## src/postfix_stack_evaluator_macros.svh

```systemverilog
// assertion macros for the postfix stack evaluator
// expects clk and rst_n in the scope of each use
`ifndef POSTFIX_STACK_EVALUATOR_MACROS_SVH
`define POSTFIX_STACK_EVALUATOR_MACROS_SVH

// condition holds in the same cycle
`define PSE_ASSERT_IMP(lbl, ante, cons) \
  lbl: assert property (@(posedge clk) disable iff (!rst_n) (ante) |-> (cons)) \
    else $error("pse assertion failed");

// condition holds in the next cycle
`define PSE_ASSERT_NXT(lbl, ante, cons) \
  lbl: assert property (@(posedge clk) disable iff (!rst_n) (ante) |=> (cons)) \
    else $error("pse assertion failed");

`endif

```

## src/pse_pkg.sv

```systemverilog
// shared types and constants for the postfix stack evaluator
// no dependencies
package pse_pkg;

  localparam int DATA_W            = 32;
  localparam int STACK_DEPTH_DEF   = 16;

  typedef enum logic [2:0] {
    CMD_PUSH = 3'd0,
    CMD_ADD  = 3'd1,
    CMD_SUB  = 3'd2,
    CMD_MUL  = 3'd3,
    CMD_DIV  = 3'd4,
    CMD_END  = 3'd5
  } cmd_t;

  typedef enum logic [1:0] {
    ST_OK        = 2'd0,
    ST_UNDERFLOW = 2'd1,
    ST_OVERFLOW  = 2'd2,
    ST_DIVZERO   = 2'd3
  } status_t;

  typedef struct packed {
    logic              done;
    logic [DATA_W-1:0] quotient;
  } div_res_t;

endpackage

```

## src/pse_if.sv

```systemverilog
// request channels of the postfix stack evaluator: commands in, results out
// depends on nothing beyond the field widths of the block
interface pse_cmd_if;
  logic               valid;
  logic               ready;
  logic [2:0]         command;
  logic signed [31:0] operand_value;

  modport source (output valid, command, operand_value, input ready);
  modport sink   (input valid, command, operand_value, output ready);
endinterface

interface pse_res_if;
  logic               valid;
  logic               ready;
  logic signed [31:0] top_value;
  logic [1:0]         status;
  logic               expression_done;

  modport source (output valid, top_value, status, expression_done, input ready);
  modport sink   (input valid, top_value, status, expression_done, output ready);
endinterface

```

## src/postfix_stack_evaluator.sv

```systemverilog
// postfix expression evaluator: top level with the operand stack memory
// depends on pse_pkg, pse_if, pse_div and the assertion macro header
//
// in_cmd carries one command per request: push, add, subtract, multiply,
// divide or end of expression, with the operand used by push.
// out_res returns exactly one result per command: the new top of stack,
// a status code and a flag that marks the final value of an expression.
// Operands live in a synchronous memory of STACK_DEPTH words with one write
// and one read port; the top of stack is also kept in a register, so an
// operator reads only the left operand from memory, at the accepting edge.
// A command is registered at the accepting edge, executed in S_EXEC and its
// result registered in the output register; no new command is taken until
// the block is back in S_IDLE. Divide runs through a bit-serial divider,
// and its result is registered once the divider signals done.
// Reset empties the stack at once; no memory clearing pass is needed.
// A result waiting on a stalled receiver is held in the output register
// while the next command is accepted and executed; its result is parked
// in a holding register until the output is free.
`include "postfix_stack_evaluator_macros.svh"

module postfix_stack_evaluator #(
  parameter int STACK_DEPTH = pse_pkg::STACK_DEPTH_DEF
) (
  input  logic           clk,
  input  logic           rst_n,
  pse_cmd_if.sink        in_cmd,
  pse_res_if.source      out_res
);
  import pse_pkg::*;

  localparam int CntW = $clog2(STACK_DEPTH + 1);
  localparam int IdxW = (STACK_DEPTH > 1) ? $clog2(STACK_DEPTH) : 1;

  typedef enum logic [3:0] {
    S_IDLE = 4'b0001,
    S_EXEC = 4'b0010,
    S_DIV  = 4'b0100,
    S_WAIT = 4'b1000
  } state_t;

  state_t            state_r, state_nxt;
  logic [2:0]        cmd_r;
  logic [DATA_W-1:0] val_r;
  logic [CntW-1:0]   cnt_r, cnt_nxt;
  logic [DATA_W-1:0] top_r, top_nxt;
  logic [DATA_W-1:0] mem [STACK_DEPTH];
  logic [DATA_W-1:0] rd_data_r;
  logic [IdxW-1:0]   rd_addr;

  logic              wr_en;
  logic [IdxW-1:0]   wr_addr;
  logic [DATA_W-1:0] wr_data;

  logic              fin;
  logic [DATA_W-1:0] fin_top;
  status_t           fin_status;
  logic              fin_done;

  logic              out_valid_r;
  logic [DATA_W-1:0] out_top_r;
  status_t           out_status_r;
  logic              out_done_r;
  logic [DATA_W-1:0] pend_top_r;
  status_t           pend_status_r;
  logic              pend_done_r;

  logic              accept;
  logic              slot_free;
  logic              div_start;
  div_res_t          div_res;
  logic [DATA_W-1:0] arith_res;
  logic [IdxW-1:0]   left_addr;

  assign accept    = in_cmd.valid && in_cmd.ready;
  assign slot_free = !out_valid_r || out_res.ready;
  assign left_addr = IdxW'(cnt_r - CntW'(2));
  assign rd_addr   = left_addr;

  pse_div u_div (
    .clk   (clk),
    .rst_n (rst_n),
    .start (div_start),
    .num   (rd_data_r),
    .den   (top_r),
    .res   (div_res)
  );

  always_comb begin
    case (cmd_r)
      CMD_ADD: arith_res = rd_data_r + top_r;
      CMD_SUB: arith_res = rd_data_r - top_r;
      CMD_MUL: arith_res = rd_data_r * top_r;
      default: arith_res = '0;
    endcase
  end

  always_comb begin
    state_nxt  = state_r;
    cnt_nxt    = cnt_r;
    top_nxt    = top_r;
    wr_en      = 1'b0;
    wr_addr    = left_addr;
    wr_data    = arith_res;
    fin        = 1'b0;
    fin_top    = top_r;
    fin_status = ST_OK;
    fin_done   = 1'b0;
    div_start  = 1'b0;
    case (state_r)
      S_IDLE: begin
        if (accept) state_nxt = S_EXEC;
      end
      S_EXEC: begin
        fin = 1'b1;
        case (cmd_r)
          CMD_PUSH: begin
            if (cnt_r == CntW'(STACK_DEPTH)) begin
              fin_status = ST_OVERFLOW;
            end else begin
              wr_en   = 1'b1;
              wr_addr = IdxW'(cnt_r);
              wr_data = val_r;
              cnt_nxt = cnt_r + CntW'(1);
              top_nxt = val_r;
              fin_top = val_r;
            end
          end
          CMD_ADD, CMD_SUB, CMD_MUL, CMD_DIV: begin
            if (cnt_r < CntW'(2)) begin
              fin_status = ST_UNDERFLOW;
            end else if (cmd_r == CMD_DIV) begin
              if (top_r == '0) begin
                fin_status = ST_DIVZERO;
              end else begin
                fin       = 1'b0;
                div_start = 1'b1;
                state_nxt = S_DIV;
              end
            end else begin
              wr_en   = 1'b1;
              cnt_nxt = cnt_r - CntW'(1);
              top_nxt = arith_res;
              fin_top = arith_res;
            end
          end
          CMD_END: begin
            fin_done = 1'b1;
            if (cnt_r == '0) fin_status = ST_UNDERFLOW;
            cnt_nxt = '0;
            top_nxt = '0;
          end
          default: begin
          end
        endcase
      end
      S_DIV: begin
        if (div_res.done) begin
          fin     = 1'b1;
          wr_en   = 1'b1;
          wr_data = div_res.quotient;
          cnt_nxt = cnt_r - CntW'(1);
          top_nxt = div_res.quotient;
          fin_top = div_res.quotient;
        end
      end
      S_WAIT: begin
        if (slot_free) state_nxt = S_IDLE;
      end
      default: state_nxt = S_IDLE;
    endcase
    if (fin) state_nxt = slot_free ? S_IDLE : S_WAIT;
  end

  // stack memory, one write and one registered read per cycle
  always_ff @(posedge clk) begin
    if (wr_en) mem[wr_addr] <= wr_data;
    rd_data_r <= mem[rd_addr];
  end

  always_ff @(posedge clk) begin
    if (!rst_n) begin
      state_r     <= S_IDLE;
      cnt_r       <= '0;
      top_r       <= '0;
      out_valid_r <= 1'b0;
    end else begin
      state_r <= state_nxt;
      cnt_r   <= cnt_nxt;
      top_r   <= top_nxt;
      if (fin && slot_free) begin
        out_valid_r <= 1'b1;
      end else if (state_r == S_WAIT && slot_free) begin
        out_valid_r <= 1'b1;
      end else if (out_res.ready) begin
        out_valid_r <= 1'b0;
      end
    end
    if (accept) begin
      cmd_r <= in_cmd.command;
      val_r <= in_cmd.operand_value;
    end
    if (fin && slot_free) begin
      out_top_r    <= fin_top;
      out_status_r <= fin_status;
      out_done_r   <= fin_done;
    end else if (state_r == S_WAIT && slot_free) begin
      out_top_r    <= pend_top_r;
      out_status_r <= pend_status_r;
      out_done_r   <= pend_done_r;
    end
    if (fin && !slot_free) begin
      pend_top_r    <= fin_top;
      pend_status_r <= fin_status;
      pend_done_r   <= fin_done;
    end
  end

  assign in_cmd.ready            = (state_r == S_IDLE);
  assign out_res.valid           = out_valid_r;
  assign out_res.top_value       = out_top_r;
  assign out_res.status          = out_status_r;
  assign out_res.expression_done = out_done_r;

  `PSE_ASSERT_IMP(a_cnt_bound, 1'b1, cnt_r <= CntW'(STACK_DEPTH))
  `PSE_ASSERT_IMP(a_empty_top, cnt_r == '0, top_r == '0)
  `PSE_ASSERT_NXT(a_accept_exec, accept, state_r == S_EXEC)
  `PSE_ASSERT_IMP(a_wait_full, state_r == S_WAIT, out_valid_r)
  `PSE_ASSERT_IMP(a_div_state, div_res.done, state_r == S_DIV)

endmodule

```

## src/pse_div.sv

```systemverilog
// signed 32-bit truncating divider, one quotient bit per cycle
// depends on pse_pkg
module pse_div (
  input  logic                        clk,
  input  logic                        rst_n,
  input  logic                        start,
  input  logic [pse_pkg::DATA_W-1:0]  num,
  input  logic [pse_pkg::DATA_W-1:0]  den,
  output pse_pkg::div_res_t           res
);
  import pse_pkg::*;

  localparam int StepW = $clog2(DATA_W);

  logic              busy_r, busy_nxt;
  logic              done_r, done_nxt;
  logic [StepW-1:0]  step_r, step_nxt;
  logic [DATA_W-1:0] quo_r, quo_nxt;
  logic [DATA_W-1:0] rem_r, rem_nxt;
  logic [DATA_W-1:0] den_r, den_nxt;
  logic              neg_r, neg_nxt;
  logic [DATA_W:0]   rem_sh;
  logic [DATA_W:0]   rem_sub;

  always_comb begin
    busy_nxt = busy_r;
    done_nxt = 1'b0;
    step_nxt = step_r;
    quo_nxt  = quo_r;
    rem_nxt  = rem_r;
    den_nxt  = den_r;
    neg_nxt  = neg_r;
    rem_sh   = {rem_r, quo_r[DATA_W-1]};
    rem_sub  = rem_sh - {1'b0, den_r};
    if (start) begin
      busy_nxt = 1'b1;
      step_nxt = '0;
      rem_nxt  = '0;
      quo_nxt  = num[DATA_W-1] ? (~num + DATA_W'(1)) : num;
      den_nxt  = den[DATA_W-1] ? (~den + DATA_W'(1)) : den;
      neg_nxt  = num[DATA_W-1] ^ den[DATA_W-1];
    end else if (busy_r) begin
      if (!rem_sub[DATA_W]) begin
        rem_nxt = rem_sub[DATA_W-1:0];
        quo_nxt = {quo_r[DATA_W-2:0], 1'b1};
      end else begin
        rem_nxt = rem_sh[DATA_W-1:0];
        quo_nxt = {quo_r[DATA_W-2:0], 1'b0};
      end
      step_nxt = step_r + StepW'(1);
      if (step_r == StepW'(DATA_W - 1)) begin
        busy_nxt = 1'b0;
        done_nxt = 1'b1;
      end
    end
  end

  always_ff @(posedge clk) begin
    if (!rst_n) begin
      busy_r <= 1'b0;
      done_r <= 1'b0;
      step_r <= '0;
    end else begin
      busy_r <= busy_nxt;
      done_r <= done_nxt;
      step_r <= step_nxt;
    end
    quo_r <= quo_nxt;
    rem_r <= rem_nxt;
    den_r <= den_nxt;
    neg_r <= neg_nxt;
  end

  assign res.done     = done_r;
  assign res.quotient = neg_r ? (~quo_r + DATA_W'(1)) : quo_r;

endmodule
```

## src/flat_wrapper.sv

```systemverilog
// flat-port wrapper written by rule: the top's interface ports become plain ports
module postfix_stack_evaluator_flat import pse_pkg::*;
#(
  parameter int STACK_DEPTH = pse_pkg::STACK_DEPTH_DEF
)
  (clk, rst_n, in_cmd_valid, in_cmd_command, in_cmd_operand_value, in_cmd_ready, out_res_valid, out_res_top_value, out_res_status, out_res_expression_done, out_res_ready);
  pse_cmd_if in_cmd_i ();
  pse_res_if out_res_i ();
  input  logic clk;
  input  logic rst_n;
  input wire logic [$bits(in_cmd_i.valid)-1:0] in_cmd_valid;
  input wire logic [$bits(in_cmd_i.command)-1:0] in_cmd_command;
  input wire logic [$bits(in_cmd_i.operand_value)-1:0] in_cmd_operand_value;
  output wire logic [$bits(in_cmd_i.ready)-1:0] in_cmd_ready;
  output wire logic [$bits(out_res_i.valid)-1:0] out_res_valid;
  output wire logic [$bits(out_res_i.top_value)-1:0] out_res_top_value;
  output wire logic [$bits(out_res_i.status)-1:0] out_res_status;
  output wire logic [$bits(out_res_i.expression_done)-1:0] out_res_expression_done;
  input wire logic [$bits(out_res_i.ready)-1:0] out_res_ready;
  assign in_cmd_i.valid = in_cmd_valid;
  assign in_cmd_i.command = in_cmd_command;
  assign in_cmd_i.operand_value = in_cmd_operand_value;
  assign in_cmd_ready = in_cmd_i.ready;
  assign out_res_valid = out_res_i.valid;
  assign out_res_top_value = out_res_i.top_value;
  assign out_res_status = out_res_i.status;
  assign out_res_expression_done = out_res_i.expression_done;
  assign out_res_i.ready = out_res_ready;
  postfix_stack_evaluator #(.STACK_DEPTH(STACK_DEPTH)) u_core (.clk(clk), .rst_n(rst_n), .in_cmd(in_cmd_i), .out_res(out_res_i));
endmodule
```

## config.mk

```make
export PLATFORM = sky130hd
export DESIGN_NAME = postfix_stack_evaluator_flat
export DESIGN_NICKNAME = d
export VERILOG_FILES = /design/src/pse_pkg.sv /design/src/pse_if.sv /design/src/postfix_stack_evaluator.sv /design/src/pse_div.sv /design/src/flat_wrapper.sv
export VERILOG_INCLUDE_DIRS = /design/src /design/src/src
export SDC_FILE = /design/constraint.sdc
export NUM_CORES = 2
export LEC_CHECK = 0
export ABC_AREA = 1
export BUFFER_PORTS_ARGS = -buffer_cell sky130_fd_sc_hd__buf_2
export CAP_MARGIN = 20
export CORE_AREA = 2 2 356 358
export DETAILED_ROUTE_END_ITERATION = 6
export DIE_AREA = 0 0 358 360
export PLACE_DENSITY_LB_ADDON = 0.25
export SYNTH_ARGS = -nofsm -noshare
export SYNTH_HDL_FRONTEND = slang
export SYNTH_SLANG_ARGS = --single-unit
```

## constraint.sdc

```tcl
create_clock -name clk -period 8.7 [get_ports clk]
set_input_delay 0.87 -clock clk [delete_from_list [all_inputs] [get_ports clk]]
set_output_delay 0.87 -clock clk [all_outputs]
set_load 0.05 [all_outputs]
```

* Word level (Yosys, flattened, before mapping)
Memories as Yosys holds them, arrays and structs flattened. A register that Yosys moved wholly into a read port is not among the register bits. Index checks and enable logic that the tools add are counted.
Word-level totals: bits in registers 251, bits in latches 0, memory bits (writable) 512, bits in read-only memories 0, input bits 39, output and inout port bits 37, logic and storage cells 160, memories 1
Operators by class: $add $sub $neg 10, multipliers 1, div/mod/pow operators 0, order comparisons 1, eq/ne operators 23, shift operators 0, mux-type cells 78, bitwise logic cells 6, reductions and logical operators 20
Memory list:
- u_core.mem | words 16, bits a word 32, rd ports 1, clocked after Yosys merged registers in 1, wr ports 1, line postfix_stack_evaluator.sv:46 | logic [DATA_W-1:0] mem [STACK_DEPTH];
Operators with widths (number):
- $mux 32 | 14
- $pmux 32 s2 | 4
- $pmux 32 s3 | 2
- $add 32x1->32 const B | 3
- $not 32->32 | 3
- $mux 4 | 11
- $sub 33x32->33 | 1
- $add 32x32->32 | 1
- $logic_not 32->1 | 1
- $mul 32x32->32 | 1
- $sub 32x32->32 | 1
- $mux 31 | 1
- $mux 1 | 28
- $mux 5 | 4
- $pmux 4 s4 | 1
- $pmux 5 s3 | 1
- $mux 2 | 7
- $ne 3x3->1 const B | 4
- $add 5x1->5 const B | 2
- $eq 5x5->1 const B | 2
- $pmux 5 s2 | 1
- $ne 3x2->1 const B | 3
- $reduce_and 7->1 | 1
- $eq 3x2->1 const B | 2
- 29 further kinds | 40

* Depth between registers and ports, before layout
word-level depth 8, depth in mapped cells 40, mapped depth without buffers 38

* By module
Synthesis repeated with hierarchy kept, for this count alone.
Second synthesis, totals: cell total of the unflattened synthesis 6796, area total of the unflattened synthesis 57610.3 um^2
Modules (own cells, without submodules):
- postfix_stack_evaluator | times used 1, cells each 5336, area each 48430.2 um^2
- pse_div | times used 1, cells each 1460, area each 9180.1 um^2

* Worst setup path after synthesis
Ideal clock, no wire load.
kind reg-to-reg, start point reg u_core.top_r[8], end point mem u_core.mem[0][27], data pin, setup time 330 ps, arrival time 7328 ps, data required time 8370 ps, setup slack 1041 ps, stages on the path, launching flop included 30, buffers on the path 3, period minus slack after synthesis 7659 ps, path through dfxtp_1 > clkbuf_1 > clkbuf_1 > clkbuf_1 > nand2_1 > fa_1 > inv_1 > fa_1 > fa_1 > inv_1 > fa_1 > inv_1 > fa_1 > inv_1 > fa_1 > inv_1 > fa_1 > fa_1 > ha_1 > a21oi_1 > o21ai_0 > a21o_1 > inv_1 > nand3_1 > a21oi_1 > or2_2 > nand3_1 > nand2_1 > nor2_1 > o21ai_0
Between the ends: longest elaborated chain between the ends 5
Ends and longest elaborated chain:
- start, declared | line postfix_stack_evaluator.sv:45 | logic [DATA_W-1:0] top_r, top_nxt;
- start signal, assigned | line postfix_stack_evaluator.sv:189 | top_r <= top_nxt;
- $mul 32x32->32, or another cell as far along | line postfix_stack_evaluator.sv:92 | CMD_MUL: arith_res = rd_data_r * top_r;
- $pmux 32 s3 * | line postfix_stack_evaluator.sv:89 | case (cmd_r)
- $mux 32 | line postfix_stack_evaluator.sv:117 | if (cnt_r == CntW'(STACK_DEPTH)) begin
- $mux 32 | line postfix_stack_evaluator.sv:115 | case (cmd_r)
- $pmux 32 s2 * | line postfix_stack_evaluator.sv:109 | case (state_r)
- via u_core.wr_data[27] | line postfix_stack_evaluator.sv:52 | logic [DATA_W-1:0] wr_data;
- end, declared | line postfix_stack_evaluator.sv:46
The timed path passes the listed nets; every way through them passes the cells marked *.

* Worst setup path in the final report
start point reg u_core.top_r[3], end point reg u_core.out_top_r[28] (netlist: u_core.out_res.top_value[28]), data pin
RTL lines:
- $mul 32x32->32, or another cell as far along | line postfix_stack_evaluator.sv:92
- $pmux 32 s3 * | line postfix_stack_evaluator.sv:89
- $mux 32 * | line postfix_stack_evaluator.sv:131 | end else if (cmd_r == CMD_DIV) begin
- $mux 32 * | line postfix_stack_evaluator.sv:129 | if (cnt_r < CntW'(2)) begin
- $pmux 32 s2 * | line postfix_stack_evaluator.sv:115
- $pmux 32 s2 * | line postfix_stack_evaluator.sv:109
- via u_core.fin_top[28] | line postfix_stack_evaluator.sv:55 | logic [DATA_W-1:0] fin_top;
- $mux 32 * | line postfix_stack_evaluator.sv:202 | if (fin && slot_free) begin
- end signal, assigned | line postfix_stack_evaluator.sv:203 | out_top_r <= fin_top;
- end signal, assigned | line postfix_stack_evaluator.sv:207 | out_top_r <= pend_top_r;
- end, declared | line postfix_stack_evaluator.sv:60 | logic [DATA_W-1:0] out_top_r;
Marks and branches as above. A chain may end at the register's enable or synchronous reset.

==> results_dict.tcl <==
set metrics [dict create \
    start_util 0.449 \
    yosys_warnings 0 \
    cts_buffers 86 \
    setup_viol 0 \
    track_usage 0.303 \
    critPathKind "flop to flop" \
    max_freq_mhz 119 \
    routedWlPerCell_um 24.1 \
    synth_seq_area_share 0.406 \
    reg2reg_slack_ps 320 \
    synth_common_cells "1370 x nand2_1, 1019 x inv_1, 682 x edfxtp_1" \
    end_kind "flop" \
    rsz0062_at_grt "false" \
    synth-seq-cells 795 \
    drt_pass1_iterations 6 \
    fp-row-count 130 \
    grtUsageMet1 0.427 \
    synth_nets 7023 \
    cp.arrival_ps 8830 \
    reg2reg_depth 28 \
    slew_viol_final 0 \
    min_period_ps 8380 \
    cap_violations 0 \
    cts_resized 0 \
    vias_per_cell 5.68 \
    cts_buffer_depth 3 \
    synthCells 6377 \
    vias 45900 \
    die_area_mm2 0.129 \
    tns_ps 0 \
    postCtsSetupRepairBufs 0 \
    die_w_um 358 \
    hold_class "primary input to flop" \
    hold_ws_ps 324 \
    synth.distinct_cells 54 \
    dp_cells 7921 \
    fin_worst_skew_ps 60.0 \
    hpwl_mm 144 \
    ys.flop_type "edfxtp_1" \
    placed_cell_area_mm2 0.0586 \
    synth_top_area_frac 0.366 \
    synth_edf_count 682 \
    crit_required_ps 9150 \
    max_slew_margin 0.220 \
    worstHoldEndpoint "u_core.val_r[0]" \
    clkTransAtPathRegs_ps 60 \
    drive_above_1_share 0.0779 \
    fp.coreArea_mm2 0.125 \
    cts_hold_buf 0 \
    met3_usage 0.0512 \
    slowest_stage "dfxtp_1" \
    preCtsSetupSlack_ps 534 \
    r2r-end "u_core.out_res.top_value[28]" \
    grt_max_degree 108 \
    die_h_um 360 \
    p_leak_nw 27.8 \
    avgSynthCellArea_um2 8.79 \
    finalInstanceArea_mm2 0.0615 \
    io_pins 76 \
    synth_top_cell_by_area "edfxtp_1" \
    grt_pass1_wl_mm 290 \
    start_kind "flop" \
    ys_async_sr_fraction 0 \
    critical_path.max_fanout 26 \
    slowest_delay_ps 710 \
    vdd_drop_max_uv 187 \
    cts_max_level 3 \
    drc 0 \
    critPathBufInv 4 \
    instances_no_fill 8086 \
    place.gp.congestion 1.04 \
    worstHoldStart "in_cmd_operand_value[0]" \
    overflow 0 \
    clk_latency_ps 720 \
    hold_path_depth 1 \
    synth.most_common_cell "nand2_1" \
    critPathTopFamily "adder cells" \
    root_buffer "clkbuf_16" \
    nFillCells 11700 \
    min_period_over_period 0.963 \
    worst_slack_ps 322 \
    hold_viol 0 \
    drtIter0Drc 5384 \
    cts_tree "yes" \
    syn_area_mm2 0.0560 \
    fin_nets 7005 \
    ys_top_cells_by_area "edfxtp_1 37%, fa_1 15%, nand2_1 9.2%" \
    grt_pass1_vias 45000 \
    r2r-start "u_core.top_r[3]" \
    power-per-cell-area_mw_per_mm2 211 \
    worst_pin_slew_ps 1170 \
    met2_usage 0.468 \
    routed_wl_mm 195 \
    area_growth_pct 9.72 \
    grt-busiest-layer "met2" \
    cts.sinks 795 \
    antenna_found_initial 9 \
    crit_path_frequent_cell "fa_1" \
    ant_nets 0 \
    outcome "complete, no violations" \
    io_buffer_count 75 \
]
cell families after synthesis:
| kind of cell | count (synthesis) | share of synthesized area |
|---|---|---|
| AOI/OAI and AO/OA | 1251 | 0.130 |
| xor gates and xnor gates | 121 | 0.0189 |
| adders and majority gates | 607 | 0.190 |
| buffers and inverters | 1408 | 0.0958 |
| DFF | 795 | 0.406 |
| and+or+nand+nor | 2195 | 0.159 |
through the flow:
stage | power, mW | util
finish | 13.0 | 0.492
global route | 13.6 | 0.492
CTS | 12.9 | 0.492
detailed placement | 9.22 | 0.469
global placement | 9.21 | 0.469
floorplan | 7.54 | -
metal layers:
layer | up-vias | part of all wire
met2 | 2150 | 0.45
met3 | 386 | 0.092
met5 | - | 0.00028
met1 | 22600 | 0.42
met4 | 8 | 0.042
li1 | 20800 | -
flip-flops by register name, summed over array words and instances (netlist names), 3 cells and up:
register,flops
u_core.u_div.quo_r,32
u_core.mem,512
u_core.cmd_r,3
u_core.state_r,4
u_core.u_div.den_r,32
u_core.u_div.step_r,5
u_core.val_r,32
u_core.out_res.top_value,32
u_core.pend_top_r,32
u_core.rd_data_r,32
u_core.cnt_r,5
u_core.top_r,32
u_core.u_div.rem_r,32
worst register-to-register path, delay by kind of cell, from the launching register on:
kind,cells,cell delay (ps)
and+or+nand+nor,13,1870
buffers and inverters,4,640
DFF,1,710
adders and majority gates,9,4460
AOI/OAI and AO/OA,2,410
cells in the final DEF, fill, tap and decap left out, types with 19 or more instances in the layout:
master,count
nand2_1,1367
inv_1,1016
edfxtp_1,682
o21ai_0,588
nor2_1,479
fa_1,410
a21oi_1,221
ha_1,196
buf_4,183
nand3_1,171
o221ai_1,126
dfxtp_1,107
xor2_1,92
clkbuf_16,87
buf_2,75
o211ai_1,70
o21ai_1,66
nor3_1,45
a31oi_1,41
o22ai_1,38
or2_2,31
a22oi_1,28
xnor2_1,28
nand4_1,23
clkinv_2,20
inv_2,19
nor2_4,19
clkbuf_1,19
worst max-delay path by stage:
stage	start	to	cells after the start
final	u_core.top_r[3]	u_core.out_res.top_value[28]	28
after global routing	u_core.top_r[2]	u_core.out_res.top_value[29]	31
after CTS	u_core.top_r[3]	u_core.out_res.top_value[28]	28
after detailed placement	u_core.top_r[3]	u_core.out_res.top_value[28]	28
after global placement	u_core.top_r[15]	u_core.out_res.top_value[30]	27
after floorplan	u_core.top_r[8]	u_core.mem[0][27]	29
where the power goes:
part / leakage, nW / internal [mW] / switching (mW)
combinational: 19.3 / 1.32 / 3.10
sequential: 7.17 / 4.58 / 0.263
clock: 1.38 / 2.08 / 1.62
total: 27.8 / 7.99 / 4.99
layout make-up:
cell class,count,area [µm²],share of cell area
antenna,6,15.0,0.000244
clock buffer,111,2320,0.0377
clock inverter,48,523,0.00851
inverter,1044,3930,0.0639
multi-input combinational,4174,28100,0.457
sequential,795,22800,0.370
tap,1650,2060,0.0336
timing repair buffer,258,1750,0.0285
Power figures use the tool's default switching activity.
